==> src/hw/rtl/relocation_run_decoder_assert.svh <==
// Assertion macros shared by the relocation run decoder RTL
`ifndef RELOCATION_RUN_DECODER_ASSERT_SVH
`define RELOCATION_RUN_DECODER_ASSERT_SVH

// Condition implies consequence in the same cycle, outside reset
`define RRD_ASSERT_NOW(label, ante, cons, msg) \
  label: assert property (@(posedge clk) disable iff (rst) (ante) |-> (cons)) \
    else $error(msg);

// Condition implies consequence in the following cycle, outside reset
`define RRD_ASSERT_NEXT(label, ante, cons, msg) \
  label: assert property (@(posedge clk) disable iff (rst) (ante) |=> (cons)) \
    else $error(msg);

`endif

==> src/hw/rtl/rrd_pkg.sv <==
// Types and constants of the relocation run decoder
`default_nettype none

package rrd_pkg;

  localparam int WORD_POS_W = 23;
  localparam int COUNT_W    = 8;
  localparam int ADDR_W     = 32;
  localparam int CFG_IDX_W  = 2;

  localparam logic [WORD_POS_W-1:0] MAX_WORDS    = 23'd4194304;
  localparam logic [COUNT_W-1:0]    RUN_CONTINUE = 8'hff;

  typedef enum logic [1:0] {
    PHASE_END_CHECK  = 2'd0,
    PHASE_COUNT      = 2'd1,
    PHASE_AFTER_FULL = 2'd2
  } scan_phase_t;

  typedef enum logic [CFG_IDX_W-1:0] {
    CFG_RELOCATION_BASE = 2'd0,
    CFG_OBJECT_WORDS    = 2'd1
  } cfg_index_t;

  typedef struct packed {
    logic                  fix_mode;
    scan_phase_t           scan_phase;
    logic [WORD_POS_W-1:0] word_position;
    logic                  table_done;
  } dec_state_t;

  typedef struct packed {
    logic [ADDR_W-1:0]  add_value;
    logic [COUNT_W-1:0] word_count;
    logic [ADDR_W-1:0]  patch_address;
    logic               table_end;
    logic               range_error;
  } dec_result_t;

  localparam dec_state_t STATE_CLEAR = '{
    fix_mode:      1'b0,
    scan_phase:    PHASE_END_CHECK,
    word_position: '0,
    table_done:    1'b0
  };

endpackage

`default_nettype wire

==> src/hw/rtl/rrd_step.sv <==
// Decode of one table byte: next decoder state and an optional result
`default_nettype none

module rrd_step
  import rrd_pkg::*;
(
  input  dec_state_t             state,
  input  logic [COUNT_W-1:0]     table_byte,
  input  logic                   start_table,
  input  logic [ADDR_W-1:0]      relocation_base,
  input  logic [WORD_POS_W-1:0]  object_words,
  output dec_state_t             state_next,
  output logic                   res_valid,
  output dec_result_t            res
);

  dec_state_t             cur;
  logic [WORD_POS_W-1:0]  pos_sum;
  logic [WORD_POS_W-1:0]  pos_sat;
  logic [WORD_POS_W-1:0]  limit;
  logic                   do_count;

  // Clear first on a table start
  assign cur = start_table ? STATE_CLEAR : state;

  // Run end position, clamped size limit and saturated position
  assign pos_sum = cur.word_position + WORD_POS_W'(table_byte);
  assign limit   = (object_words < MAX_WORDS) ? object_words : MAX_WORDS;
  assign pos_sat = (pos_sum > MAX_WORDS) ? MAX_WORDS : pos_sum;

  // Pick the action for this phase
  always_comb begin
    state_next = cur;
    res_valid  = 1'b0;
    res        = '0;
    do_count   = 1'b0;
    if (!cur.table_done) begin
      case (cur.scan_phase)
        PHASE_END_CHECK: begin
          if (table_byte == '0) begin
            state_next.table_done = 1'b1;
            res_valid             = 1'b1;
            res.table_end         = 1'b1;
          end else begin
            do_count = 1'b1;
          end
        end
        PHASE_AFTER_FULL: begin
          if (table_byte == '0) begin
            state_next.fix_mode   = ~cur.fix_mode;
            state_next.scan_phase = PHASE_COUNT;
          end else begin
            do_count = 1'b1;
          end
        end
        default: do_count = 1'b1;
      endcase
    end

    // Count byte: emit a fix run for a nonzero fix count, advance position, handle continuation
    if (do_count) begin
      if (cur.fix_mode && table_byte != '0) begin
        res_valid         = 1'b1;
        res.patch_address = relocation_base
                            + ADDR_W'({cur.word_position, 2'b00});
        res.word_count    = table_byte;
        res.add_value     = relocation_base;
        res.range_error   = (pos_sum > limit);
      end
      state_next.word_position = pos_sat;
      if (table_byte == RUN_CONTINUE) begin
        state_next.scan_phase = PHASE_AFTER_FULL;
      end else begin
        state_next.fix_mode   = ~cur.fix_mode;
        state_next.scan_phase = PHASE_END_CHECK;
      end
    end
  end

endmodule

`default_nettype wire

==> src/hw/rtl/relocation_run_decoder.sv <==
// Top level of the relocation run decoder
//
//  channel  dir  handshake           payload
//  s_*      in   s_tvalid/s_tready   s_tdata = table_byte, s_tuser = start_table
//  m_*      out  m_tvalid/m_tready   m_tdata = patch/count/add, m_tlast, m_tuser
//  cfg_*    in   cfg_valid/cfg_ready cfg_index, cfg_data
//
// One table byte per cycle while the output is not stalled: each byte is held in
// the input register, is decoded there and its result, if any, lands in the
// output register.
// rst clears the decoder state, both valid flags and the configuration registers.
// A stalled output holds the input register, which then drops s_tready.
// cfg_ready is always high.
`default_nettype none

module relocation_run_decoder
  import rrd_pkg::*;
(
  input  wire logic                  clk,
  input  wire logic                  rst,
  // table_byte [7:0]
  input  wire logic [COUNT_W-1:0]    s_tdata,
  // start_table [0]
  input  wire logic                  s_tuser,
  input  wire logic                  s_tvalid,
  output logic                       s_tready,
  // patch_address [31:0], word_count [39:32], add_value [71:40]
  output logic [2*ADDR_W+COUNT_W-1:0] m_tdata,
  // range_error [0]
  output logic                       m_tuser,
  output logic                       m_tlast,
  output logic                       m_tvalid,
  input  wire logic                  m_tready,
  input  wire logic                  cfg_valid,
  output logic                       cfg_ready,
  input  wire logic [CFG_IDX_W-1:0]  cfg_index,
  input  wire logic [ADDR_W-1:0]     cfg_data
);

  logic [ADDR_W-1:0]     relocation_base;
  logic [WORD_POS_W-1:0] object_words;

  logic                  in_valid;
  logic [COUNT_W-1:0]    in_byte;
  logic                  in_start;
  logic                  advance;

  dec_state_t            state;
  dec_state_t            state_next;
  logic                  step_valid;
  dec_result_t           step_res;
  dec_result_t           out_res;

  // Configuration registers
  assign cfg_ready = 1'b1;

  always_ff @(posedge clk) begin
    if (rst) begin
      relocation_base <= '0;
      object_words    <= '0;
    end else if (cfg_valid) begin
      case (cfg_index)
        CFG_RELOCATION_BASE: relocation_base <= cfg_data;
        CFG_OBJECT_WORDS:    object_words    <= cfg_data[WORD_POS_W-1:0];
        default: ;
      endcase
    end
  end

  // Input register: advance when the output register can take a result
  assign advance  = !m_tvalid || m_tready;
  assign s_tready = !in_valid || advance;

  always_ff @(posedge clk) begin
    if (rst) begin
      in_valid <= 1'b0;
    end else if (s_tready) begin
      in_valid <= s_tvalid;
    end
  end

  always_ff @(posedge clk) begin
    if (s_tvalid && s_tready) begin
      in_byte  <= s_tdata;
      in_start <= s_tuser;
    end
  end

  // Decode the held byte
  rrd_step u_step (
    .state           (state),
    .table_byte      (in_byte),
    .start_table     (in_start),
    .relocation_base (relocation_base),
    .object_words    (object_words),
    .state_next      (state_next),
    .res_valid       (step_valid),
    .res             (step_res)
  );

  // Commit decoder state when the byte leaves the input register
  always_ff @(posedge clk) begin
    if (rst) begin
      state <= STATE_CLEAR;
    end else if (in_valid && advance) begin
      state <= state_next;
    end
  end

  // Output register
  always_ff @(posedge clk) begin
    if (rst) begin
      m_tvalid <= 1'b0;
    end else if (advance) begin
      m_tvalid <= in_valid && step_valid;
    end
  end

  always_ff @(posedge clk) begin
    if (advance && in_valid && step_valid) begin
      out_res <= step_res;
    end
  end

  assign m_tdata = {out_res.add_value, out_res.word_count, out_res.patch_address};
  assign m_tlast = out_res.table_end;
  assign m_tuser = out_res.range_error;

  `include "relocation_run_decoder_assert.svh"

  `RRD_ASSERT_NOW(a_end_payload_zero, m_tvalid && m_tlast,
                  m_tdata == '0 && !m_tuser, "end result carries a payload")
  `RRD_ASSERT_NOW(a_position_bound, 1'b1, state.word_position <= MAX_WORDS,
                  "word position beyond saturation limit")
  `RRD_ASSERT_NOW(a_done_silent, in_valid && !in_start && state.table_done,
                  !step_valid, "result produced after table end")
  `RRD_ASSERT_NEXT(a_stall_holds_input, in_valid && !advance,
                   in_valid && $stable(in_byte) && $stable(state),
                   "input register changed during output stall")

endmodule

`default_nettype wire

==> config.mk <==
export PLATFORM = sky130hd
export DESIGN_NAME = relocation_run_decoder
export DESIGN_NICKNAME = d
export VERILOG_FILES = /design/src/hw/rtl/rrd_pkg.sv /design/src/hw/rtl/rrd_step.sv /design/src/hw/rtl/relocation_run_decoder.sv
export VERILOG_INCLUDE_DIRS = /design/src /design/src/hw/rtl
export SDC_FILE = /design/constraint.sdc
export NUM_CORES = 1
export LEC_CHECK = 0
export ABC_AREA = 1
export BUFFER_PORTS_ARGS = -buffer_cell sky130_fd_sc_hd__buf_2
export CORE_UTILIZATION = 30
export CTS_CLUSTER_DIAMETER = 120
export DETAILED_ROUTE_END_ITERATION = 7
export PLACE_DENSITY = 0.55
export SLEW_MARGIN = 40
export SYNTH_ARGS = -nofsm -noshare
export SYNTH_HDL_FRONTEND = slang
export SYNTH_SLANG_ARGS = --single-unit
==> constraint.sdc <==
create_clock -name clk -period 7.7 [get_ports clk]
set_input_delay 0 -clock clk [delete_from_list [all_inputs] [get_ports clk]]
set_output_delay 0 -clock clk [all_outputs]
set_load 0.01 [all_outputs]
== Yosys cells after proc, flatten, opt, wreduce, memory -nomap -nowiden ==
Index checks and enable logic that the tools add are counted.

* Bits in registers: 167
* Bits in latches: 0
* Memory bits (writable): 0
* ROM bits: 0
* Input bits: 48
* Output and inout port bits: 77
* Word-level logic and storage cells: 59
* Memories: 0

* Add/subtract/negate cells: 2
* Multipliers: 0
* Div/mod/pow operators: 0
* Order comparisons: 3
* Eq/ne operators: 3
* Shifts and indexed selects: 0
* Multiplexer cells: 18
* Bitwise gates (word level): 1
* Reduce and logical (&&, ||, !) cells: 17

{| class="wikitable"
|+ Operators with widths
! operator !! count
|-
| 23-bit two-way mux || 2
|-
| 32-bit by 25-bit adder with 32-bit output || 1
|-
| 27-bit two-way mux || 1
|-
| 26-bit two-way mux || 1
|-
| 23-bit by 8-bit adder with 23-bit output || 1
|-
| 23-bit > comparator || 1
|-
| 23-bit > comparator (second input constant) || 1
|-
| 23-bit < comparator (second input constant) || 1
|-
| 1-bit two-way mux || 10
|-
| 3-bit two-way mux || 3
|-
| 8-bit equality test (second input constant) || 1
|-
| 8-bit zero test || 1
|-
| 8-bit nonzero test || 1
|-
| 2-bit AND reduction || 3
|-
| 1-bit logical AND || 5
|-
| 2-bit zero test || 2
|-
| 2-bit by 1-bit equality test with 1-bit output (second input constant) || 1
|-
| 2-bit equality test (second input constant) || 1
|-
| 1-bit zero test || 2
|-
| 1-bit logical OR || 2
|-
| 2-bit two-way mux || 1
|-
| 2-bit OR reduction || 1
|-
| 1-bit inverter || 1
|}

== Logic depth before layout (Yosys ltp) ==
* Word-level depth: 7
* Depth in mapped cells: 27
* Mapped depth without buffers: 25

== Cells and area by module ==
From an unflattened synthesis, not the netlist that was laid out.

* Cell total of the unflattened synthesis: 1558
* Area total of the unflattened synthesis: 10740.3 um2

{| class="wikitable"
|+ By module, submodules not included
! module !! instances !! cells an instance !! area each (um2) !! seq. area each (um2)
|-
| relocation_run_decoder || 1 || 629 || 6174.7 || 4174.0
|-
| rrd_step || 1 || 929 || 4565.6 || 0.0
|}

== Worst setup path before layout ==
Ideal clock, no wire load.

* Kind: reg-to-reg
* Start: register in_start
* End: register out_res, in the netlist m_tdata[10] (enable)
* Setup time: 0.528 ns
* Arrival: 4.770 ns
* Required time: 7.172 ns
* Slack: 2.402 ns
* Stages on the path, launching flop included: 10
* Buffers on the path: 2
* Clock period less this slack: 5.298 ns
* Path through: edfxtp_1 -> buf_6 -> inv_8 -> buf_6 -> nand2_1 -> nand3_1 -> nand2_1 -> inv_1 -> nand2_1 -> a21oi_1

* Word-level cells in the longest chain between the ends: 7
* Elaborated cells on any way between the ends: 12
* Classes of those cells: 1 x eq/ne; 7 x mux; 4 x reduce/logical

{| class="wikitable"
|+ RTL lines
! what !! RTL line !! source
|-
| start, declared || relocation_run_decoder.sv:45 || <nowiki>logic in_start;</nowiki>
|-
| start signal, assigned || relocation_run_decoder.sv:85 || <nowiki>in_start <= s_tuser;</nowiki>
|-
| 27-bit two-way mux * || rrd_step.sv:24 || <nowiki>assign cur = start_table ? STATE_CLEAR : state;</nowiki>
|-
| 2-bit equality test or 2-bit zero test (tied branches) || rrd_step.sv:38 || <nowiki>case (cur.scan_phase)</nowiki>
|-
| 2-bit OR reduction (no source line) or 1-bit two-way mux (tied branches) || n/a ||
|-
| 1-bit two-way mux || n/a ||
|-
| 1-bit two-way mux, on equally long branches || rrd_step.sv:37, rrd_step.sv:62 ||
|-
| 1-bit two-way mux * || rrd_step.sv:61 || <nowiki>if (do_count) begin</nowiki>
|-
| 1-bit logical AND * || relocation_run_decoder.sv:120 || <nowiki>if (advance && in_valid && step_valid) begin</nowiki>
|-
| end signal, assigned || relocation_run_decoder.sv:121 || <nowiki>out_res <= step_res;</nowiki>
|-
| end, declared || relocation_run_decoder.sv:52 || <nowiki>dec_result_t out_res;</nowiki>
|}

Mark *: on every way between the ends. The rest lies on a longest branch, timed or not.
A chain may end at the register's enable or synchronous reset.

== Worst setup path in the final report ==
* Start: register in_start
* End: register out_res, in the netlist m_tuser, data pin

* Word-level cells in the longest chain between the ends: 6
* Elaborated cells on any way between the ends: 10
* Classes of those cells: 1 x add/sub; 1 x order compare; 1 x eq/ne; 3 x mux; 4 x reduce/logical

{| class="wikitable"
|+ RTL lines
! what !! RTL line
|-
| 27-bit two-way mux * || rrd_step.sv:24
|-
| branches (longest 5 deep; another with 23-bit by 8-bit adder with 23-bit output) || n/a
|}

Every way passes the cells marked *.

==> results.md <==
* Status: finished clean
* Share of the yosys chip area belonging to registers at 0.4434
* Post-synth ARST share at 0
* Pre-Repair DR Iteration Count at 5
* Final setup violation count at 0
* Wire per inst at 15.41 um
* Count leader, synth: nand2_1
* Mapped Nets at 1322
* Hold/Removal Path Class: in2reg
* Worst IR drop on VDD at 134.3 uV
* Count of different cell masters after synthesis at 48
* Synth cell count leaders: nand2_1, nor2_1, inv_1
* Core Footprint at 30510 um^2
* Yosys Warn Count at 0
* Initial antenna violation count at 0
* Fmax at 0.2708 GHz
* Iter 0 DRT Violations at 690
* Crit start category: flip-flop
* Pleak at 4.633 nW
* Critical Path Sink Type: flip-flop
* Fin nets at 1474
* Total Wirelength at 27.55 mm
* Family with the most delay on the worst path: compound AO/OA/AOI/OAI gates
* Critical Path RT at 7.90 ns
* Smallest hold slack at 0.003812 ns
* Top cell type's share of synthesized area at 0.2621
* N_diodes at 0
* Crit Path Max Fanout at 10
* Vias at 8542
* Area Overhead vs Synth at 21.57%
* RD Place Congestion at 0.8822
* Post-Syn Instances at 1227
* Reg-to-reg endpoint: m_tuser$_SDFFCE_PN0P_
* Post-synth EDFFs at 81
* Post-cts sizing count at 0
* Cell taking the most area after synthesis: edfxtp_1
* Slowest cell on the critical path: edfxtp_1
* Placed Area at 10250 um^2
* DIE HEIGHT at 177.9 um
* Vias/cell at 4.777
* Initial Util at 0.3041
* All-Layer GR Usage at 0.1799
* Worst-Skew Late Latency at 0.44 ns
* Fin crit period at 3.693 ns
* First-pass GRT wire length at 43.68 mm
* Rows at 64
* Clock skew after layout at 0.01125 ns
* Worst setup endpoint: m_tuser$_SDFFCE_PN0P_
* R2r setup slk at 4.01 ns
* Worst Tran Pin Value at 0.7501 ns
* Detailed Place HPWL at 20.92 mm
* CP most frequent cell: nand2_1
* Vias in the first global route at 8200
* Critical Path Stages at 20
* Largest net degree at the start of global routing at 65
* Cell area after layout at 11280 um^2
* Path depth of the worst reg2reg path at 20
* Worst Path Buf+Inv at 4
* Synth top area cells: edfxtp_1, dfxtp_1, nand2_1, nor2_1, a21oi_1
* Slew headroom at 0.4994
* PortBufs at 123
* Mapped Area at 9279 um^2
* CP Class: reg2reg
* CTS max path bufs at 2
* Top-level port count at 125
* H-tree depth at 4
* Share of layout cells above drive strength 1 at 0.1415
* Post-CTS setup buffer count at 0
* Hold Buf Count CTS at 45
* Unrepaired setup endpoints after global routing: false
* Setup_tns at 0 ns
* Power per cell area at 180.6 nW/um^2
* Crit-path cells: buf_8 -> nor2_1 -> ha_1 -> a21oi_1 -> nand2_1 -> inv_1 -> nand2_2 -> nand2_1 -> nand2_1 -> nand2_1 -> inv_1 -> ha_1 -> a21oi_1 -> o21ai_0 -> a221oi_1 -> o221ai_1 -> nand2_1 -> o211ai_1 -> nand3_1 -> inv_1
* Global route overflow at 0
* Die area at 31640 um^2
* CP max stage delay at 0.53 ns
* Fin util at 0.3698
* ANT nets after route at 0
* #FFs+latches synth at 165
* Root Buffer: clkbuf_16
* Clk sinks at 165
* CTS tree: yes
* Total CTS buffers at 17
* Final Hold Fails at 0
* Die Wd at 177.9 um
* Arrival time at the worst endpoint at 3.89 ns
* Avg Inst Size Synth at 7.562 um^2
* Fin crit share at 0.4796
* # DRC at 0
* Worst R2R Start: in_start$_DFFE_PP_
* Worst-path clk slew at 0.07 ns
* Fin. max-slew vios at 0
* Ys flop type: dfxtp_1
* Fill cell count at 3225
* Max-Cap Viols at 0
* Critical path startpoint: in_start$_DFFE_PP_
==> kinds of logic after synthesis <==
| family | count (synthesis) | share of synthesized area |
|---|---|---|
| AOI/OAI and AO/OA | 267 | 0.1544 |
| xor gates and xnor gates | 7 | 0.007417 |
| adders and majority gates | 47 | 0.06338 |
| buffers and inverters | 197 | 0.08549 |
| DFF | 165 | 0.4434 |
| other | 1 | 0.0004041 |
| and+or+nand+nor | 543 | 0.2455 |
==> metal layers <==
layer  up-vias  global-route usage  part of all wire
met5         -                   0                 0
met4         0             0.05912             0.019
met3        36             0.02699             0.043
met2       196              0.2965              0.47
met1      3948              0.2394              0.47
li1       4362                   -                 -
==> worst min-delay path by stage <==
stage | cells past startpoint | startpoint | to
finish | 2 | rst | m_tvalid$_SDFFE_PP0P_
global route | 2 | rst | state[6]$_SDFFE_PP0P_
CTS | 2 | rst | state[22]$_SDFFE_PP0P_
detailed placement | 1 | s_tdata[0] | in_byte[0]$_DFFE_PP_
global placement | 1 | s_tdata[7] | in_byte[7]$_DFFE_PP_
floorplan | 1 | rst | state[0]$_SDFFE_PP0P_
==> registers in the layout, summed over array words and instances (netlist names) <==
name / cells
in_valid: 1
m_tdata: 70
m_tlast: 1
in_start: 1
relocation_base: 32
m_tuser: 1
state: 27
object_words: 23
in_byte: 8
m_tvalid: 1
==> area by class of cell <==
class	count	area [um^2]	area share
repair buffers	173	1111	0.09849
clock buffers	19	432.9	0.03838
clock inverters	13	128.9	0.01142
inverters	157	596.8	0.05291
flip-flops and latches	165	4114	0.3647
well taps	396	495.5	0.04392
multi-input cells	865	4402	0.3902
==> power breakdown <==
| group | internal, W | switching [W] | leakage (nW) | total [W] |
|---|---|---|---|---|
| sequential | 0.000947 | 0.0000238 | 1.37 | 0.000970 |
| combinational | 0.0000854 | 0.000151 | 3.01 | 0.000236 |
| clock | 0.000450 | 0.000380 | 0.251 | 0.000830 |
==> cells in the final DEF (no fill, tap or decap), types with 11 or more instances in the layout <==
cell | Yosys | final
a21oi_1 | 132 | 131
buf_2 | 1 | 123
clkbuf_16 | 0 | 17
dfxtp_1 | 84 | 84
dlygate4sd3_1 | 0 | 45
edfxtp_1 | 81 | 81
ha_1 | 47 | 47
inv_1 | 149 | 149
nand2_1 | 251 | 250
nand2_2 | 10 | 11
nand3_1 | 59 | 58
nand4_1 | 12 | 12
nor2_1 | 177 | 177
nor3_1 | 11 | 11
o21ai_0 | 100 | 100
==> worst reg2reg max path: cells and delay by family (launching register included) <==
family | cells | cell delay (ns)
AO/OA/AOI/OAI | 6 | 0.96
adder cells (fa/ha/maj) | 2 | 0.64
flip-flops | 1 | 0.53
AND/OR/NAND/NOR | 8 | 0.90
buffers and inverters | 4 | 0.43
==> through the flow <==
stage | worst slack, ns | instances | total power, W
2_1_floorplan | 2.402 | 1227 | 0.001133
3_3_place_gp | 3.852 | 1710 | 0.001205
5_1_grt | 3.696 | 1788 | 0.002125
3_5_place_dp | 3.821 | 1710 | 0.001206
4_1_cts | 3.821 | 1787 | 0.002054
6_report | 4.007 | 1788 | 0.002037
Power figures use the tool's default switching activity.
